## src/hrlm_pkg.sv

```systemverilog
// ----------------------------------------------------------------------------
// hrlm_pkg
// Shared types, codes and constants of the request line matcher.
// ----------------------------------------------------------------------------
`default_nettype none

package hrlm_pkg;

  localparam int MAX_LEN      = 4096;
  localparam int POS_W        = $clog2(MAX_LEN + 2);
  localparam int NAME_START_W = 12;
  localparam int NAME_END_W   = 13;

  // result status
  localparam logic [1:0] ST_BAD      = 2'd0;
  localparam logic [1:0] ST_OK       = 2'd1;
  localparam logic [1:0] ST_NO_NAME  = 2'd2;
  localparam logic [1:0] ST_TOO_LONG = 2'd3;

  // method codes
  localparam logic [1:0] M_HEAD = 2'd0;
  localparam logic [1:0] M_PUT  = 2'd1;
  localparam logic [1:0] M_GET  = 2'd2;

  // method word tracker: 1..4 are letters matched so far
  localparam logic [2:0] P_UNDECIDED = 3'd0;
  localparam logic [2:0] P_ONE       = 3'd1;
  localparam logic [2:0] P_LAST_STEP = 3'd4;
  localparam logic [2:0] P_MATCHED   = 3'd5;
  localparam logic [2:0] P_FAILED    = 3'd7;

  // file name suffix tracker
  localparam logic [2:0] S_IDLE = 3'd0;
  localparam logic [2:0] S_RUN  = 3'd1;
  localparam logic [2:0] S_DOT  = 3'd2;
  localparam logic [2:0] S_T    = 3'd3;
  localparam logic [2:0] S_TX   = 3'd4;

  typedef struct packed {
    logic [1:0]              status;
    logic [1:0]              method;
    logic [NAME_START_W-1:0] name_start;
    logic [NAME_END_W-1:0]   name_end;
  } hrlm_result_t;

  function automatic logic [1:0] method_of(input logic [7:0] b);
    logic [1:0] m;
    if (b == "H") m = M_HEAD;
    else if (b == "P") m = M_PUT;
    else m = M_GET;
    return m;
  endfunction

  function automatic logic [7:0] word_char(input logic [1:0] m, input logic [2:0] k);
    logic [7:0] c;
    c = 8'd0;
    unique case (m)
      M_HEAD: begin
        unique case (k)
          3'd0: c = "H";
          3'd1: c = "E";
          3'd2: c = "A";
          3'd3: c = "D";
          default: c = 8'd0;
        endcase
      end
      M_PUT: begin
        unique case (k)
          3'd0: c = "P";
          3'd1: c = "U";
          3'd2: c = "T";
          default: c = 8'd0;
        endcase
      end
      default: begin
        unique case (k)
          3'd0: c = "G";
          3'd1: c = "E";
          3'd2: c = "T";
          default: c = 8'd0;
        endcase
      end
    endcase
    return c;
  endfunction

  function automatic logic [2:0] word_len(input logic [1:0] m);
    return (m == M_HEAD) ? 3'd4 : 3'd3;
  endfunction

  function automatic logic is_letter(input logic [7:0] b);
    return ((b >= "a") && (b <= "z")) || ((b >= "A") && (b <= "Z"));
  endfunction

endpackage

`default_nettype wire

```

## src/hrlm_if.sv

```systemverilog
// ----------------------------------------------------------------------------
// hrlm_if
// Request byte channel and result channel of the request line matcher.
// ----------------------------------------------------------------------------
`default_nettype none

interface hrlm_req_if;
  logic       valid;
  logic       ready;
  logic [7:0] byte_in;
  logic       last_byte;

  modport source (output valid, output byte_in, output last_byte, input ready);
  modport sink   (input valid, input byte_in, input last_byte, output ready);
endinterface

interface hrlm_res_if;
  logic                                valid;
  logic                                ready;
  logic [1:0]                          status;
  logic [1:0]                          method;
  logic [hrlm_pkg::NAME_START_W-1:0]   name_start;
  logic [hrlm_pkg::NAME_END_W-1:0]     name_end;

  modport source (output valid, output status, output method, output name_start,
                  output name_end, input ready);
  modport sink   (input valid, input status, input method, input name_start,
                  input name_end, output ready);
endinterface

`default_nettype wire

```

## src/hrlm_scan.sv

```systemverilog
// ----------------------------------------------------------------------------
// hrlm_scan
// Per-byte match state: method word, file name suffix, version string.
// ----------------------------------------------------------------------------
`default_nettype none

module hrlm_scan (
  input  wire logic                  clk,
  input  wire logic                  rst,
  input  wire logic                  take,
  input  wire logic [7:0]            byte_in,
  input  wire logic                  last_byte,
  output hrlm_pkg::hrlm_result_t     result
);

  logic [hrlm_pkg::POS_W-1:0]        position, position_next;
  logic [2:0]                        prefix_state, prefix_state_next;
  logic [1:0]                        method, method_next;
  logic [2:0]                        suffix_state, suffix_state_next;
  logic [hrlm_pkg::NAME_START_W-1:0] run_begin, run_begin_next;
  logic                              name_found, name_found_next;
  logic [hrlm_pkg::NAME_START_W-1:0] found_start, found_start_next;
  logic [hrlm_pkg::NAME_END_W-1:0]   found_end, found_end_next;
  logic [7:0]                        recent [7];
  logic [7:0]                        recent_next [7];
  logic                              version_found, version_found_next;
  logic                              text_ended, text_ended_next;

  logic                              examine;
  logic                              letter;
  logic                              hit;
  logic [hrlm_pkg::NAME_START_W-1:0] pos_s;

  assign letter = hrlm_pkg::is_letter(byte_in);
  assign pos_s  = hrlm_pkg::NAME_START_W'(position);

  always_comb begin
    examine            = 1'b0;
    position_next      = position;
    prefix_state_next  = prefix_state;
    method_next        = method;
    suffix_state_next  = suffix_state;
    run_begin_next     = run_begin;
    name_found_next    = name_found;
    found_start_next   = found_start;
    found_end_next     = found_end;
    recent_next        = recent;
    version_found_next = version_found;
    text_ended_next    = text_ended;
    hit                = 1'b0;

    if (take && !text_ended) begin
      if (byte_in == 8'd0) begin
        text_ended_next = 1'b1;
      end else if (position >= hrlm_pkg::POS_W'(hrlm_pkg::MAX_LEN)) begin
        position_next = hrlm_pkg::POS_W'(hrlm_pkg::MAX_LEN + 1);
      end else begin
        examine       = 1'b1;
        position_next = position + 1'b1;
      end
    end

    if (examine) begin
      // method word
      if (position == '0) begin
        method_next = hrlm_pkg::method_of(byte_in);
        prefix_state_next = (byte_in == "H" || byte_in == "P" || byte_in == "G") ?
                            hrlm_pkg::P_ONE : hrlm_pkg::P_FAILED;
      end else if (prefix_state >= hrlm_pkg::P_ONE && prefix_state <= hrlm_pkg::P_LAST_STEP) begin
        if (prefix_state < hrlm_pkg::P_LAST_STEP &&
            byte_in == hrlm_pkg::word_char(method, prefix_state)) begin
          prefix_state_next = (prefix_state + 3'd1 == hrlm_pkg::word_len(method)) ?
                              hrlm_pkg::P_MATCHED : prefix_state + 3'd1;
        end else begin
          prefix_state_next = hrlm_pkg::P_FAILED;
        end
      end

      // letters then ".txt"; on a broken suffix the run restarts at the t after the dot
      if (!name_found) begin
        unique case (suffix_state)
          hrlm_pkg::S_IDLE: begin
            if (letter) begin
              run_begin_next = pos_s;
              suffix_state_next = hrlm_pkg::S_RUN;
            end
          end
          hrlm_pkg::S_RUN: begin
            if (byte_in == ".") suffix_state_next = hrlm_pkg::S_DOT;
            else if (!letter) suffix_state_next = hrlm_pkg::S_IDLE;
          end
          hrlm_pkg::S_DOT: begin
            if (byte_in == "t") begin
              suffix_state_next = hrlm_pkg::S_T;
            end else if (letter) begin
              run_begin_next = pos_s;
              suffix_state_next = hrlm_pkg::S_RUN;
            end else begin
              suffix_state_next = hrlm_pkg::S_IDLE;
            end
          end
          hrlm_pkg::S_T: begin
            if (byte_in == "x") begin
              suffix_state_next = hrlm_pkg::S_TX;
            end else if (byte_in == ".") begin
              run_begin_next = pos_s - 1'b1;
              suffix_state_next = hrlm_pkg::S_DOT;
            end else if (letter) begin
              run_begin_next = pos_s - 1'b1;
              suffix_state_next = hrlm_pkg::S_RUN;
            end else begin
              suffix_state_next = hrlm_pkg::S_IDLE;
            end
          end
          hrlm_pkg::S_TX: begin
            if (byte_in == "t") begin
              name_found_next  = 1'b1;
              found_start_next = run_begin;
              found_end_next   = hrlm_pkg::NAME_END_W'(position) + 1'b1;
            end else if (byte_in == ".") begin
              run_begin_next = pos_s - 2'd2;
              suffix_state_next = hrlm_pkg::S_DOT;
            end else if (letter) begin
              run_begin_next = pos_s - 2'd2;
              suffix_state_next = hrlm_pkg::S_RUN;
            end else begin
              suffix_state_next = hrlm_pkg::S_IDLE;
            end
          end
          default: suffix_state_next = hrlm_pkg::S_IDLE;
        endcase
      end

      // "HTTP/1" then any byte then "1"; recent[6] is the oldest byte
      hit = (byte_in == "1") && (recent[6] == "H") && (recent[5] == "T") &&
            (recent[4] == "T") && (recent[3] == "P") && (recent[2] == "/") &&
            (recent[1] == "1");
      if (hit) version_found_next = 1'b1;
      for (int i = 6; i > 0; i--) recent_next[i] = recent[i-1];
      recent_next[0] = byte_in;
    end
  end

  always_comb begin
    result = '0;
    if (position_next > hrlm_pkg::POS_W'(hrlm_pkg::MAX_LEN)) begin
      result.status = hrlm_pkg::ST_TOO_LONG;
    end else if (prefix_state_next != hrlm_pkg::P_MATCHED) begin
      result.status = hrlm_pkg::ST_BAD;
    end else if (!name_found_next) begin
      result.status = hrlm_pkg::ST_NO_NAME;
    end else if (!version_found_next) begin
      result.status = hrlm_pkg::ST_BAD;
    end else begin
      result.status     = hrlm_pkg::ST_OK;
      result.method     = method_next;
      result.name_start = found_start_next;
      result.name_end   = found_end_next;
    end
  end

  always_ff @(posedge clk) begin
    if (rst || (take && last_byte)) begin
      position      <= '0;
      prefix_state  <= hrlm_pkg::P_UNDECIDED;
      method        <= hrlm_pkg::M_HEAD;
      suffix_state  <= hrlm_pkg::S_IDLE;
      run_begin     <= '0;
      name_found    <= 1'b0;
      found_start   <= '0;
      found_end     <= '0;
      for (int i = 0; i < 7; i++) recent[i] <= 8'd0;
      version_found <= 1'b0;
      text_ended    <= 1'b0;
    end else begin
      position      <= position_next;
      prefix_state  <= prefix_state_next;
      method        <= method_next;
      suffix_state  <= suffix_state_next;
      run_begin     <= run_begin_next;
      name_found    <= name_found_next;
      found_start   <= found_start_next;
      found_end     <= found_end_next;
      recent        <= recent_next;
      version_found <= version_found_next;
      text_ended    <= text_ended_next;
    end
  end

endmodule

`default_nettype wire

```

## src/http_request_line_matcher_unit.sv

```systemverilog
// ----------------------------------------------------------------------------
// http_request_line_matcher_unit
// Streaming checker of an HTTP request line, one byte per word.
// ----------------------------------------------------------------------------
// Takes one request byte per cycle, sustained, with full backpressure on both
// sides. Each byte lands in an input register and, once taken from there,
// updates a handful of small match registers (method word, file name suffix,
// version string, byte count); the result word for a request is loaded into
// the output register on the cycle its last byte is processed. Only a last
// byte whose result cannot be stored while the output register is still
// full stalls the input.
// After each result the match state starts over for the next request.
`default_nettype none

module http_request_line_matcher_unit (
  input wire logic   clk,
  input wire logic   rst,
  hrlm_req_if.sink   req,
  hrlm_res_if.source res
);

  logic                   in_valid;
  logic [7:0]             in_byte;
  logic                   in_last;
  logic                   fire;
  logic                   out_valid;
  hrlm_pkg::hrlm_result_t scan_result;
  hrlm_pkg::hrlm_result_t out_word;

  // a byte without the last flag never needs the output register
  assign fire      = in_valid && (!in_last || !out_valid || res.ready);
  assign req.ready = !in_valid || fire;

  always_ff @(posedge clk) begin
    if (rst) begin
      in_valid <= 1'b0;
    end else if (req.ready) begin
      in_valid <= req.valid;
    end
  end

  always_ff @(posedge clk) begin
    if (req.ready && req.valid) begin
      in_byte <= req.byte_in;
      in_last <= req.last_byte;
    end
  end

  hrlm_scan u_scan (
    .clk       (clk),
    .rst       (rst),
    .take      (fire),
    .byte_in   (in_byte),
    .last_byte (in_last),
    .result    (scan_result)
  );

  always_ff @(posedge clk) begin
    if (rst) begin
      out_valid <= 1'b0;
    end else if (fire && in_last) begin
      out_valid <= 1'b1;
    end else if (res.ready) begin
      out_valid <= 1'b0;
    end
  end

  always_ff @(posedge clk) begin
    if (fire && in_last) begin
      out_word <= scan_result;
    end
  end

  assign res.valid      = out_valid;
  assign res.status     = out_word.status;
  assign res.method     = out_word.method;
  assign res.name_start = out_word.name_start;
  assign res.name_end   = out_word.name_end;

endmodule

`default_nettype wire

```

## src/flat_wrapper.sv

```systemverilog
// flat-port wrapper written by rule: the top's interface ports become plain ports
module http_request_line_matcher_unit_flat 
  (clk, rst, req_valid, req_byte_in, req_last_byte, req_ready, res_valid, res_status, res_method, res_name_start, res_name_end, res_ready);
  hrlm_req_if req_i ();
  hrlm_res_if res_i ();
  input wire logic clk;
  input wire logic rst;
  input wire logic [$bits(req_i.valid)-1:0] req_valid;
  input wire logic [$bits(req_i.byte_in)-1:0] req_byte_in;
  input wire logic [$bits(req_i.last_byte)-1:0] req_last_byte;
  output wire logic [$bits(req_i.ready)-1:0] req_ready;
  output wire logic [$bits(res_i.valid)-1:0] res_valid;
  output wire logic [$bits(res_i.status)-1:0] res_status;
  output wire logic [$bits(res_i.method)-1:0] res_method;
  output wire logic [$bits(res_i.name_start)-1:0] res_name_start;
  output wire logic [$bits(res_i.name_end)-1:0] res_name_end;
  input wire logic [$bits(res_i.ready)-1:0] res_ready;
  assign req_i.valid = req_valid;
  assign req_i.byte_in = req_byte_in;
  assign req_i.last_byte = req_last_byte;
  assign req_ready = req_i.ready;
  assign res_valid = res_i.valid;
  assign res_status = res_i.status;
  assign res_method = res_i.method;
  assign res_name_start = res_i.name_start;
  assign res_name_end = res_i.name_end;
  assign res_i.ready = res_ready;
  http_request_line_matcher_unit u_core (.clk(clk), .rst(rst), .req(req_i), .res(res_i));
endmodule
```

## config.mk

```make
export PLATFORM = sky130hd
export DESIGN_NAME = http_request_line_matcher_unit_flat
export DESIGN_NICKNAME = d
export VERILOG_FILES = /design/src/hrlm_pkg.sv /design/src/hrlm_if.sv /design/src/hrlm_scan.sv /design/src/http_request_line_matcher_unit.sv /design/src/flat_wrapper.sv
export SDC_FILE = /design/constraint.sdc
export NUM_CORES = 1
export LEC_CHECK = 0
export BUFFER_PORTS_ARGS = -buffer_cell sky130_fd_sc_hd__buf_4
export CORE_MARGIN = 8
export CORE_UTILIZATION = 58
export DETAILED_ROUTE_END_ITERATION = 6
export PLACE_DENSITY = 0.77
export SLEW_MARGIN = 20
export SYNTH_ARGS = -nofsm -noshare
export SYNTH_HDL_FRONTEND = slang
export SYNTH_SLANG_ARGS = --single-unit
```

## constraint.sdc

```tcl
create_clock -name clk -period 3.4 [get_ports clk]
set_input_delay 0.34 -clock clk [delete_from_list [all_inputs] [get_ports clk]]
set_output_delay 0.34 -clock clk [all_outputs]
set_load 0.02 [all_outputs]
```

# [Word-level counts from Yosys, hierarchy flattened]
# Cells that the tools add are included.
[totals] ff_bits=157 inputBits=13 out_inout_bits=31 word_cells=169
[classes] addsub=4 order_cmp=9 eq_ne=31 muxes=61 bitwise_logic=3 n_reduce_logical=36
[ops] op="2-to-1 mux 12 bit" n=12
[ops] op="2-to-1 mux 13 bit" n=7
[ops] op="equality test 8 x 7 -> 1 bit (second input constant)" n=9
[ops] op="one-hot mux 12 bit (4 select lines)" n=1
[ops] op="one-hot mux 7 bit (3 select lines)" n=2
[ops] op="2-to-1 mux 3 bit" n=12
[ops] op="equality test 8 x 6 -> 1 bit (second input constant)" n=4
[ops] op="one-hot mux 7 bit (4 select lines)" n=1
[ops] op="2-to-1 mux 8 bit" n=3
[ops] op="greater-or-equal comparator 8 x 7 -> 1 bit (second input constant)" n=2
[ops] op="less-or-equal comparator 8 x 7 -> 1 bit (second input constant)" n=2
[ops] op="2-to-1 mux 2 bit" n=8
[ops] op="one-hot mux 8 bit (2 select lines)" n=1
[ops] op="one-hot mux 3 bit (5 select lines)" n=1
[ops] op="logical AND 1 bit" n=14
[ops] op="adder 13 x 1 -> 13 bit (second input constant)" n=1
[ops] op="greater-or-equal comparator 13 bit (second input constant)" n=1
[ops] op="greater-than comparator 13 bit (second input constant)" n=1
[ops] op="zero test 13 bit" n=1
[ops] op="2-to-1 mux 1 bit" n=13
[ops] op="equality test 3 x 2 -> 1 bit (second input constant)" n=4
[ops] op="!= test 3 bit (second input constant)" n=4
[ops] op="subtractor 12 x 1 -> 12 bit (second input constant)" n=1
[ops] op="subtractor 12 x 2 -> 12 bit (second input constant)" n=1
[ops] op="other kinds (22)" n=38

# [Longest topological paths before layout]
# Gate-level depths: netlist (run 1).
[depth] ltp_word=15 mapped_depth=12 depth_no_buf=9

# [Hierarchy]
# A second synthesis (run 1) with hierarchy kept.
[hier_totals] cells_unflattened=873 hier_area_um2=7632.3
[by_module_without_submodules] module="hrlm_scan" n_inst=1 cells_per_inst=823 area_each_um2=6387.4 seq_area_each_um2=2342.2
[by_module_without_submodules] module="http_request_line_matcher_unit" n_inst=1 cells_per_inst=50 area_each_um2=1244.9 seq_area_each_um2=1181.1

# [Least setup slack after synthesis (run 1)]
# Ideal clock, no wire load.
[synth_timing] path_type="flip-flop to flip-flop" startpoint="register u_core.out_valid, in the netlist u_core.res.valid" endpoint="register u_core.u_scan.found_end[12] (netlist name)" setup_ns=0.128 arrival_ns=2.973 required_ns=3.272 slack_ns=0.300 path_stages_with_launch=8 path_buffers=3 period_less_slack_ns=3.100 cell_sequence="dfxtp_1 nor2b_1 nor2_1 or2_2 clkbuf_1 clkbuf_1 clkbuf_1 nor2_1"
[synth_via] elab_chain_len=7 elab_cells_between_ends=9 cone_classes="mux (2); reduce/logical (7)"
[synth_lines] item="start, declared" line="http_request_line_matcher_unit.sv:26" rtl="logic out_valid;"
[synth_lines] item="start signal, assigned" line="http_request_line_matcher_unit.sv:60" rtl="out_valid <= 1'b0;"
[synth_lines] item="start signal, assigned" line="http_request_line_matcher_unit.sv:62" rtl="out_valid <= 1'b1;"
[synth_lines] item="start signal, assigned" line="http_request_line_matcher_unit.sv:64" rtl="out_valid <= 1'b0;"
[synth_lines] item="zero test 1 bit (*)" line="http_request_line_matcher_unit.sv:31" rtl="assign fire = in_valid && (!in_last || !out_valid || res.ready);"
[synth_lines] item="logical OR 1 bit (*) (2 in a row)" line="http_request_line_matcher_unit.sv:31"
[synth_lines] item="logical AND 1 bit (*)" line="http_request_line_matcher_unit.sv:31"
[synth_lines] item="logical AND 1 bit" line="hrlm_scan.sv:52" rtl="if (take && !text_ended) begin"
[synth_lines] item="2-to-1 mux 1 bit" line="hrlm_scan.sv:52"
[synth_lines] item="2-to-1 mux 13 bit" line="hrlm_scan.sv:63" rtl="if (examine) begin"
[synth_lines] item="end signal, assigned" line="hrlm_scan.sv:183" rtl="found_end <= found_end_next;"
[synth_lines] item="end, declared" line="hrlm_scan.sv:23" rtl="logic [hrlm_pkg::NAME_END_W-1:0] found_end, found_end_next;"
# Mark *: on every way between the ends. The rest lies on a longest branch, timed or not.
# A chain may end at the register's enable or synchronous reset.

# [Final worst setup path (run 1)]
[layout_timing] startpoint="register u_core.u_scan.prefix_state[0]" endpoint="register u_core.out_word (netlist bit u_core.res.name_start[5]), data pin"
[layout_via] elab_chain_len=14 elab_cells_between_ends=26 cone_classes="add/sub (1); order compare (3); eq/ne (6); mux (12); reduce/logical (4)"
[layout_lines] item="start, declared" line="hrlm_scan.sv:17" rtl="logic [2:0] prefix_state, prefix_state_next;"
[layout_lines] item="start signal, assigned" line="hrlm_scan.sv:165" rtl="prefix_state <= hrlm_pkg::P_UNDECIDED;"
[layout_lines] item="start signal, assigned" line="hrlm_scan.sv:177" rtl="prefix_state <= prefix_state_next;"
[layout_lines] item="equality test 3 x 2 -> 1 bit, or another cell as far along" line="hrlm_pkg.sv:59" rtl="unique case (k)"
[layout_lines] item="one-hot mux 7 bit (4 select lines), or another cell as far along" line="hrlm_pkg.sv:59"
[layout_lines] item="one-hot mux 8 bit (2 select lines)" line="hrlm_pkg.sv:57" rtl="unique case (m)"
[layout_lines] item="2-to-1 mux 8 bit" line="hrlm_scan.sv:69" rtl="end else if (prefix_state >= hrlm_pkg::P_ONE && prefix_state <= hrlm_pkg::P_LAST_STEP) begin"
[layout_lines] item="2-to-1 mux 8 bit" line="hrlm_scan.sv:65" rtl="if (position == '0) begin"
[layout_lines] item="2-to-1 mux 8 bit" line="hrlm_scan.sv:63"
[layout_lines] item="equality test 8 bit" line="hrlm_scan.sv:71" rtl="byte_in == hrlm_pkg::word_char(method, prefix_state)) begin"
[layout_lines] item="logical AND 1 bit" line="hrlm_scan.sv:70" rtl="if (prefix_state < hrlm_pkg::P_LAST_STEP &&"
[layout_lines] item="2-to-1 mux 3 bit" line="hrlm_scan.sv:70"
[layout_lines] item="2-to-1 mux 3 bit" line="hrlm_scan.sv:69"
[layout_lines] item="2-to-1 mux 3 bit" line="hrlm_scan.sv:65"
[layout_lines] item="2-to-1 mux 3 bit (*)" line="hrlm_scan.sv:63"
[layout_lines] item="!= test 3 bit (*)" line="hrlm_scan.sv:148" rtl="end else if (prefix_state_next != hrlm_pkg::P_MATCHED) begin"
[layout_lines] item="OR reduction 4 bit (no source line) (*)"
[layout_lines] item="end signal, assigned" line="http_request_line_matcher_unit.sv:70" rtl="out_word <= scan_result;"
[layout_lines] item="end, declared" line="http_request_line_matcher_unit.sv:28" rtl="hrlm_pkg::hrlm_result_t out_word;"
# Mark *: on every way between the ends. The rest lies on a longest branch, timed or not. The select of a mux whose other input is x is not followed.

==> results.yml, run 1 <==
sta:
  drv_slew: 0
  layout_min_cycle_time_ns: 3.195
  fmax_mhz: 313.0
  slew_headroom: 0.3429
  fin_skew_ns: 0.008919
  min_period_over_period: 0.9396
  tns_ns: 0
  hold_violations: 0
  tightest_slew_ns: 0.9857
  finalSetupViolCount: 0
  rsz0062_at_grt: "no"
floorplanning:
  die-area_um2: 16540
  core_area_um2: 12520
  die_w_um: 128.6
  pin_count: 44
  die_h_um: 128.6
  start_util: 0.5878
  row_count: 41
global_routing:
  grt_pass1_wl_mm: 28.49
  grt-ovfl-total: 0
  gr-usage-met2: 0.3630
  track_usage: 0.2133
  busiest_layer: "met2"
  use_met1: 0.2548
  antenna_found_initial: 0
  met3_usage: 0.05048
  grt_max_degree: 85
  grt_pass1_vias: 5942
critical_path:
  ff2ff_path_depth: 10
  crit_arrival_ns: 3.35
  rr_startpoint: "u_core.u_scan.prefix_state[0]$_SDFF_PP0_"
  cp.required_ns: 3.56
  slowest_delay_ns: 0.47
  worstSetupPathType: "reg -> reg"
  worstSetupEndpointType: "flip-flop"
  cpLargestDelayFamily: "simple AND/OR/NAND/NOR gates"
  path_max_fanout: 14
  r2r_end: "u_core.res.name_start[5]$_SDFFCE_PP0P_"
  rrSetupSlack_ns: 0.21
  cp-start-kind: "flip-flop"
  critPathBufInv: 2
  slowest_stage: "or3_1"
  path_cells: "inv_1 > ha_1 > or3_4 > a221oi_2 > o221ai_1 > or3_1 > o22a_1 > nand4_4 > buf_12 > nor3_1"
cts:
  cts_tree: "built"
  holdBufCountCts: 0
  cts_buffer_depth: 2
  cts.clk_slew.worst_paths_ns: 0.06
  cts_sinks: 157
  htreeDepth: 4
  clkLatencyLatePin_ns: 0.43
  cts_buffers: 17
  root_buffer: "clkbuf_16"
detailed_routing:
  route.detailed.drc: 0
  avgViaCountPerCell: 5.780
  drt_pass1_iterations: 5
  vias: 6005
  drtAntennaViolNets: 0
  finalWirelength_mm: 17.25
  drt-initial-drc-count: 597
  wl_per_cell_um: 16.60
run:
  maxCapViolCount: 0
placement:
  placed_area_um2: 7786
  dpl.hpwl_mm: 11.45
  io_buffer_count: 43
  place_congestion: 0.8962
pwr:
  swShare: 0.2449
  leakage_nw: 2.870
  seqPwrFrac: 0.476
  ir_drop_mv: 0.4508
  p_int_mw: 3.132
  p_clk_frac: 0.453
  power.switching_mw: 1.016
  powerDensity_nw_per_um2: 489.9
  power_frac_comb: 0.071
finish:
  fillCellCount: 1046
  diodes: 0
  synthToLayoutAreaGrowth_pct: 15.09
  utilization: 0.6764
  fin_nets: 877
  drive_gt1_frac: 0.1649
  final_cell_area_um2: 8467
synthesis:
  yosys_register_bits: 157
  syn_inst: 832
  avgSynthCellArea_um2: 8.843
  synth_edf_count: 38
  synth_nets: 855
  synth_most_common_cell: "nand2_1"
  synth_top_area_share: 0.3238
  ys_warn_count: 0
  async_flop_share: 0
  synth.distinct_cells: 68
  synthTopCellsByArea: "dfxtp_1 (32%), edfxtp_1 (16%), nand2_1 (7.6%), a21oi_1 (6.3%), nor2_1 (4.3%)"
  synth_common_cells: "nand2_1 (148), dfxtp_1 (119), a21oi_1 (92)"
  synth_flop_cell: "dfxtp_1"
  ys_seq_area_frac: 0.4789
  yosys.area.top_type: "dfxtp_1"
  syn_area_um2: 7357
min_path:
  min_to: "u_core.in_byte[7]$_DFFE_PP_"
  worstHoldPathType: "in -> reg"
  hp-start: "req_byte_in[7]"
  hold_depth: 1
run_status:
  status: "finished, final reports clean"
layer usage:
metal	part of all wire	routed length [um]
met1	0.43	7503
met2	0.50	8543
met3	0.050	865
met4	0.020	338
met5	0	0
layout by cell type (no fill, tap or decap), drive strengths merged, types with 4 or more instances in the layout:
master    n
nand2   149
dfxtp   119
a21oi    92
nor2     84
buf      68
nor3     49
edfxtp   38
clkbuf   20
mux2i    19
inv      19
o21ai    16
nand3    15
a211oi   15
nand2b   13
nor4     12
nor4b    10
ha       10
nand4    10
or3       9
nor2b     8
xor2      8
xnor2     7
a31oi     5
o21a      5
or4       4
o31ai     4
nor4bb    4
nor3b     4
clkinv    4
stage by stage:
step	power (mW)	hold WS [ns]	std cells	setup WS [ns]
3_3_place_gp	2.279	0.4343	1004	0.1907
5_1_grt	4.285	0.06730	1039	0.02768
2_1_floorplan	2.204	0.4091	832	0.3000
3_5_place_dp	2.287	0.4409	1004	0.01863
6_report	4.148	0.08580	1039	0.2053
4_1_cts	4.150	0.07754	1036	0.009399
worst register-to-register path, stage by stage, from the launching register on:
cell,delay [ns]
dfxtp_1,0.45
inv_1,0.13
ha_1,0.27
or3_4,0.39
a221oi_2,0.27
o221ai_1,0.15
or3_1,0.47
o22a_1,0.38
nand4_4,0.16
buf_12,0.17
nor3_1,0.09
area by class of cell:
type | count | area [um2] | share of cell area
inverters | 12 | 45.04 | 0.005320
well taps | 172 | 215.2 | 0.02542
clock buffers | 20 | 467.9 | 0.05527
flip-flops and latches | 157 | 3523 | 0.4161
repair buffers | 68 | 535.5 | 0.06325
multi-input cells | 598 | 3557 | 0.4201
clock inverters | 12 | 122.6 | 0.01448
flip-flops by register name, indices dropped and copies added (netlist names), 8 cells and up:
signal and count:
u_core.u_scan.recent 56, u_core.res.name_end 13, u_core.u_scan.found_end 13, u_core.u_scan.position 13, u_core.res.name_start 12, u_core.u_scan.found_start 12, u_core.u_scan.run_begin 12, u_core.in_byte 8
power groups by stage:
stage / sequential [mW] / clock, mW / combinational (mW)
floorplan: 2.02 / 0 / 0.187
global placement: 2.01 / 0 / 0.266
detailed placement: 2.01 / 0 / 0.272
CTS: 1.97 / 1.90 / 0.274
global route: 1.98 / 1.99 / 0.320
finish: 1.97 / 1.88 / 0.295
cell families after synthesis:
logic type,Yosys count,synth area share
buffers and inverters,78,0.04643
multiplexers,21,0.02891
adder cells (fa/ha/maj),10,0.01701
AO/OA/AOI/OAI,164,0.1384
AND/OR/NAND/NOR,387,0.2725
flip-flops,157,0.4789
XOR/XNOR,15,0.01786
how the worst max path moves through the flow:
stage          cells past startpoint                                     start                                endpoint
2_1_floorplan                      7             u_core.res.valid$_SDFFE_PP0P_  u_core.u_scan.found_end[12]$_SDFF_PP0_
3_3_place_gp                       9  u_core.u_scan.prefix_state[0]$_SDFF_PP0_  u_core.res.name_start[2]$_SDFFCE_PP0P_
3_5_place_dp                       9  u_core.u_scan.prefix_state[0]$_SDFF_PP0_  u_core.res.name_start[3]$_SDFFCE_PP0P_
4_1_cts                            9  u_core.u_scan.prefix_state[0]$_SDFF_PP0_  u_core.res.name_start[3]$_SDFFCE_PP0P_
5_1_grt                           10  u_core.u_scan.prefix_state[0]$_SDFF_PP0_  u_core.res.name_start[5]$_SDFFCE_PP0P_
6_report                          10  u_core.u_scan.prefix_state[0]$_SDFF_PP0_  u_core.res.name_start[5]$_SDFFCE_PP0P_
timing repair:
item,CTS,global route
endpoints found under the setup margin,2,27
resized for setup,2,3
buffers inserted,0,2
cloned,0,1
pin swaps,0,2
(Power assumes the default switching activity.)
==> inputs of run 2 (changes only) <==
- ABC_AREA: unset -> 1
==> run 2 against run 1 <==
Sequential power is 3% higher. Sequential share of layout area rose by 0.54 points. Flip-flop and latch count did not move. Worst hold slack worse by 0.0017 ns. Cell area is 1.3% lower. Register-to-register slack better by 0.27 ns. Critical path depth up 4. Non-clock buffer count fell by 18. Via count is 3.0% higher. Synthesized area is 0.34% higher. Critical endpoint is now u_core.res.name_start[0]$_SDFFCE_PP0P_. Highest routed layer unchanged.
==> results.yml, run 2 <==
detailed_routing:
  vias: 6187
  drtAntennaViolNets: 0
  route.detailed.drc: 0
  avgViaCountPerCell: 5.270
  drt_pass1_iterations: 5
  wl_per_cell_um: 14.00
  drt-initial-drc-count: 454
  finalWirelength_mm: 16.44
finish:
  largest_reg_flops: 56
  drive_gt1_frac: 0.1238
  regMostFlops: "u_core.u_scan.recent"
  fillCellCount: 1100
  fin_nets: 1012
  layout_commonest_cell: "nor2_1"
  synthToLayoutAreaGrowth_pct: 13.24
  layout_common_cells: "nor2_1 (175), nand2_1 (171), dfxtp_1 (119)"
  final_cell_area_um2: 8359
  diodes: 0
pwr:
  swShare: 0.2480
  powerDensity_nw_per_um2: 497.9
  ir_drop_mv: 0.3318
  power.switching_mw: 1.032
  seqPwrFrac: 0.485
  p_clk_frac: 0.435
  p_int_mw: 3.130
  power_frac_comb: 0.080
  leakage_nw: 3.379
synthesis:
  syn_area_um2: 7382
  avgSynthCellArea_um2: 7.698
  synth_most_common_cell: "nor2_1"
  synth_nets: 982
  ys_seq_area_frac: 0.4773
  synth_top_area_share: 0.3227
  synth_common_cells: "nor2_1 (176), nand2_1 (172), dfxtp_1 (119)"
  async_flop_share: 0
  synth_edf_count: 38
  yosys_register_bits: 157
  synthTopCellsByArea: "dfxtp_1 (32%), edfxtp_1 (15%), nor2_1 (8.9%), nand2_1 (8.7%), o21ai_0 (6.4%)"
  synth_flop_cell: "dfxtp_1"
  yosys.area.top_type: "dfxtp_1"
  syn_inst: 959
  synth.distinct_cells: 39
  ys_warn_count: 0
critical_path:
  cp-start-kind: "flip-flop"
  worstSetupEndpointType: "flip-flop"
  slowest_stage: "edfxtp_1"
  critPathBufInv: 1
  path_cells: "nor2_1 > nand2_2 > nor2_8 > nor2_8 > nand2_8 > nor2_1 > nor2_1 > nand2_1 > nor2_2 > a21oi_2 > nor2_2 > nand3_4 > buf_12 > nor2_1"
  crit_arrival_ns: 3.20
  cp-startpoint: "u_core.in_byte[2]$_DFFE_PP_"
  rr_startpoint: "u_core.in_byte[2]$_DFFE_PP_"
  crit_top_cell: "nor2_1"
  cpLargestDelayFamily: "simple AND/OR/NAND/NOR gates"
  slowest_delay_ns: 0.48
  worstSetupPathType: "reg -> reg"
  cp.required_ns: 3.68
  path_max_fanout: 69
sta:
  hold_slack_ns: 0.08408
  tns_ns: 0
  slew_headroom: 0.4333
  min_period_over_period: 0.8593
  layout_min_cycle_time_ns: 2.922
  fin_skew_ns: 0.004277
  hold_violations: 0
  rsz0062_at_grt: "no"
  tightest_slew_ns: 0.8491
  finalSetupViolCount: 0
  fmax_mhz: 342.3
  drv_slew: 0
floorplanning:
  die_w_um: 128.8
  die_h_um: 128.8
  core_area_um2: 12520
  start_util: 0.5898
  pin_count: 44
  row_count: 41
  die-area_um2: 16590
placement:
  place_congestion: 0.9583
  dpl.hpwl_mm: 11.22
  io_buffer_count: 43
  placed_area_um2: 7796
run_status:
  status: "finished, final reports clean"
cts:
  cts_tree: "built"
  cts_buffer_depth: 2
  clkLatencyLatePin_ns: 0.42
  cts_setup_buffers: 0
  root_buffer: "clkbuf_16"
  htreeDepth: 4
  ctsResizeCount: 0
  holdBufCountCts: 0
  cts_sinks: 157
  cts.clk_slew.worst_paths_ns: 0.06
  cts_buffers: 17
global_routing:
  antenna_found_initial: 0
  grt_max_degree: 70
  grt_pass1_wl_mm: 27.11
  track_usage: 0.2049
  grt-ovfl-total: 0
  grt_pass1_vias: 5635
run:
  maxCapViolCount: 0
min_path:
  hp-start: "rst"
  worstHoldPathType: "in -> reg"
-- run 2: layer usage --
metal | track usage | wire length [um]
met1 | 0.2777 | 7648
met2 | 0.3122 | 7492
met3 | 0.05006 | 1000
met4 | 0.07118 | 297
met5 | 0 | 0
-- run 2: worst paths after layout --
check,end,slack [ns],cells after the start
max reg2reg,u_core.res.name_start[0]$_SDFFCE_PP0P_,0.48,14
min,u_core.in_valid$_SDFFE_PP0N_,0.08,2
min reg2reg,u_core.u_scan.run_begin[4]$_SDFFE_PP0P_,0.46,2
max,u_core.res.name_start[0]$_SDFFCE_PP0P_,0.48,14
-- run 2: kinds of logic (layout without fill, tap and decap cells) --
logic type      after synthesis  in the layout  share of synthesized area
xor+xnor                      6              6                   0.007119
compound gates              173            173                     0.1222
buf+inv                     142            185                    0.07932
flops                       157            157                     0.4773
fa+ha+maj                    10             10                    0.01695
simple gates                471            471                     0.2971
-- run 2: cell type report --
class                   instances  area [um2]  share of cell area
inverters                     103       386.6             0.04625
flip-flops and latches        157        3523              0.4215
clock buffers                  18       450.4             0.05388
multi-input cells             660        3283              0.3928
repair buffers                 50       387.9             0.04640
clock inverters                14       112.6             0.01347
well taps                     172       215.2             0.02574
-- run 2: per-stage QoR --
step                        util  std cells  worst slack (ns)  power [mW]
final                     0.6678       1174            0.4783       4.162
after global routing      0.6678       1174            0.2291       4.315
after CTS                 0.6678       1174            0.5058       4.180
after detailed placement  0.6229       1142            0.5331       2.390
after global placement    0.6229       1142            0.5253       2.385
after floorplan                -        959             1.040       2.299
-- run 2: power by group through the flow --
stage	registers, mW	clock network (mW)	logic (mW)
floorplan	2.06	0	0.242
global placement	2.06	0	0.327
detailed placement	2.06	0	0.330
CTS	2.02	1.83	0.332
global route	2.03	1.91	0.377
finish	2.02	1.81	0.333
-- run 2: worst register-to-register path: cells and delay by family (launching register included) --
kind | cells | cell delay [ns]
flops | 1 | 0.48
simple gates | 12 | 1.96
buf+inv | 1 | 0.26
compound gates | 1 | 0.09
==> inputs of run 3 (changes only) <==
- PLACE_DENSITY: 0.77 -> 0.86
==> run 3 against run 2 <==
Global-route usage rose by 0.64 points. Sequential power barely moved. Critical path depth fell by 5. Power rose by 4.7%. Core utilization rose by 0.81 points. Final cell count barely moved. Largest cell class unchanged.
==> results.yml, run 3 (synthesis results as in run 2) <==
sta:
  layout_min_cycle_time_ns: 3.045
  min_period_over_period: 0.8956
  fin_skew_ns: 0.007086
  tightest_slew_ns: 0.8376
  drv_slew: 0
  rsz0062_at_grt: "no"
  fmax_mhz: 328.4
  finalSetupViolCount: 0
  tns_ns: 0
  slew_headroom: 0.4410
  hold_violations: 0
finish:
  synthToLayoutAreaGrowth_pct: 14.61
  fillCellCount: 1033
  largest_reg_flops: 56
  layout_common_cells: "nor2_1 (175), nand2_1 (172), dfxtp_1 (119)"
  diodes: 0
  layout_commonest_cell: "nor2_1"
  regMostFlops: "u_core.u_scan.recent"
  fin_nets: 1013
  drive_gt1_frac: 0.1256
pwr:
  p_clk_frac: 0.459
  swShare: 0.2305
  powerDensity_nw_per_um2: 515.0
  leakage_nw: 3.431
  seqPwrFrac: 0.464
  ir_drop_mv: 0.3330
  p_total_mw: 4.357
  p_int_mw: 3.353
  power_frac_comb: 0.077
  power.switching_mw: 1.004
detailed_routing:
  finalWirelength_mm: 16.50
  drt-initial-drc-count: 663
  route.detailed.drc: 0
  avgViaCountPerCell: 5.369
  wl_per_cell_um: 14.05
  drt_pass1_iterations: 5
  vias: 6309
  drtAntennaViolNets: 0
floorplanning:
  die-area_um2: 16590
  start_util: 0.5898
  die_h_um: 128.8
  row_count: 41
  pin_count: 44
  core_area_um2: 12520
  die_w_um: 128.8
critical_path:
  cp.required_ns: 3.69
  ff2ff_path_depth: 9
  crit_arrival_ns: 3.34
  path_max_fanout: 30
  rrSetupSlack_ns: 0.35
  rr_startpoint: "u_core.in_byte[7]$_DFFE_PP_"
  worstSetupPathType: "reg -> reg"
  r2r_end: "u_core.res.name_end[6]$_SDFFCE_PP0P_"
  worstSetupEndpointType: "flip-flop"
  cp-start-kind: "flip-flop"
cts:
  cts.clk_slew.worst_paths_ns: 0.06
  htreeDepth: 4
  cts_setup_buffers: 0
  cts_buffers: 17
  ctsResizeCount: 0
  holdBufCountCts: 0
  cts_tree: "built"
  cts_sinks: 157
  clkLatencyLatePin_ns: 0.43
  root_buffer: "clkbuf_16"
  cts_buffer_depth: 2
run:
  maxCapViolCount: 0
run_status:
  status: "finished, final reports clean"
global_routing:
  grt_max_degree: 58
  grt_pass1_vias: 5722
  grt-ovfl-total: 0
  antenna_found_initial: 0
  track_usage: 0.2113
  grt_pass1_wl_mm: 27.61
min_path:
  hp-start: "rst"
  worstHoldPathType: "in -> reg"
  min_to: "u_core.in_valid$_SDFFE_PP0N_"
  hold_depth: 2
placement:
  place_congestion: 0.9834
  io_buffer_count: 43
  dpl.hpwl_mm: 11.28
[run 3: cell count changes in the layout (fill, tap and decap cells not counted), sizes merged]
cell / change
clkbuf: +9
clkinv: -6
inv: -2
buf: +1
clkinvlp: -1
[run 3: power groups by stage]
stage	combinational, mW	clock (mW)	sequential (mW)
global placement	0.326	0	2.06
detailed placement	0.330	0	2.06
global route	0.382	2.11	2.03
floorplan	0.242	0	2.06
finish	0.337	2.00	2.02
CTS	0.334	2.02	2.02
[run 3: worst max-delay path by stage]
| stage | start | endpoint | slack [ns] | depth (start not counted) |
|---|---|---|---|---|
| floorplan | u_core.u_scan.prefix_state[0]$_SDFF_PP0_ | u_core.res.name_end[0]$_SDFFCE_PP0P_ | 1.04 | 13 |
| global placement | u_core.in_byte[7]$_DFFE_PP_ | u_core.res.name_end[1]$_SDFFCE_PP0P_ | 0.50 | 8 |
| detailed placement | u_core.in_byte[7]$_DFFE_PP_ | u_core.res.name_end[1]$_SDFFCE_PP0P_ | 0.38 | 8 |
| CTS | u_core.in_byte[7]$_DFFE_PP_ | u_core.res.name_start[7]$_SDFFCE_PP0P_ | 0.33 | 10 |
| global route | u_core.in_byte[7]$_DFFE_PP_ | u_core.res.name_start[5]$_SDFFCE_PP0P_ | 0.07 | 10 |
| finish | u_core.in_byte[7]$_DFFE_PP_ | u_core.res.name_end[6]$_SDFFCE_PP0P_ | 0.35 | 9 |
[run 3: cell type report]
class	instances	area, um2	share of cell area
Clock buffer	27	588.1	0.06951
Clock inverter	5	58.81	0.006951
Inverter	103	386.6	0.04570
Multi-Input combinational cell	660	3281	0.3878
Sequential cell	157	3523	0.4164
Tap cell	172	215.2	0.02544
Timing Repair Buffer	51	407.9	0.04821
[run 3: worst max-delay path, stage by stage, from the launching register on]
cell	delay [ns]
edfxtp_1	0.45
nor2_2	0.20
nand3_1	0.13
nor4_2	0.28
nand3_1	0.30
nor2_4	0.40
inv_1	0.48
o21ai_0	0.38
inv_1	0.14
nor2_4	0.12
[run 3: per-stage QoR]
step / cell area [um2] / hold slack [ns] / cells / util / setup slack, ns
global placement: 7814 / 0.4419 / 1143 / 0.6243 / 0.5006
CTS: 8461 / 0.05357 / 1175 / 0.6759 / 0.3298
detailed placement: 7814 / 0.4434 / 1143 / 0.6243 / 0.3833
global route: 8461 / 0.05282 / 1175 / 0.6759 / 0.07333
floorplan: 7382 / 0.4091 / 959 / - / 1.040
finish: 8461 / 0.07170 / 1175 / 0.6759 / 0.3550
[run 3: per-layer routing]
layer  GRT usage  routed length (um)  vias up
met5           0                   0        -
met1      0.2705                7186     2860
met2      0.3310                7677      235
met3     0.05420                1328       27
li1            -                   -     3187
met4     0.09191                 311        0
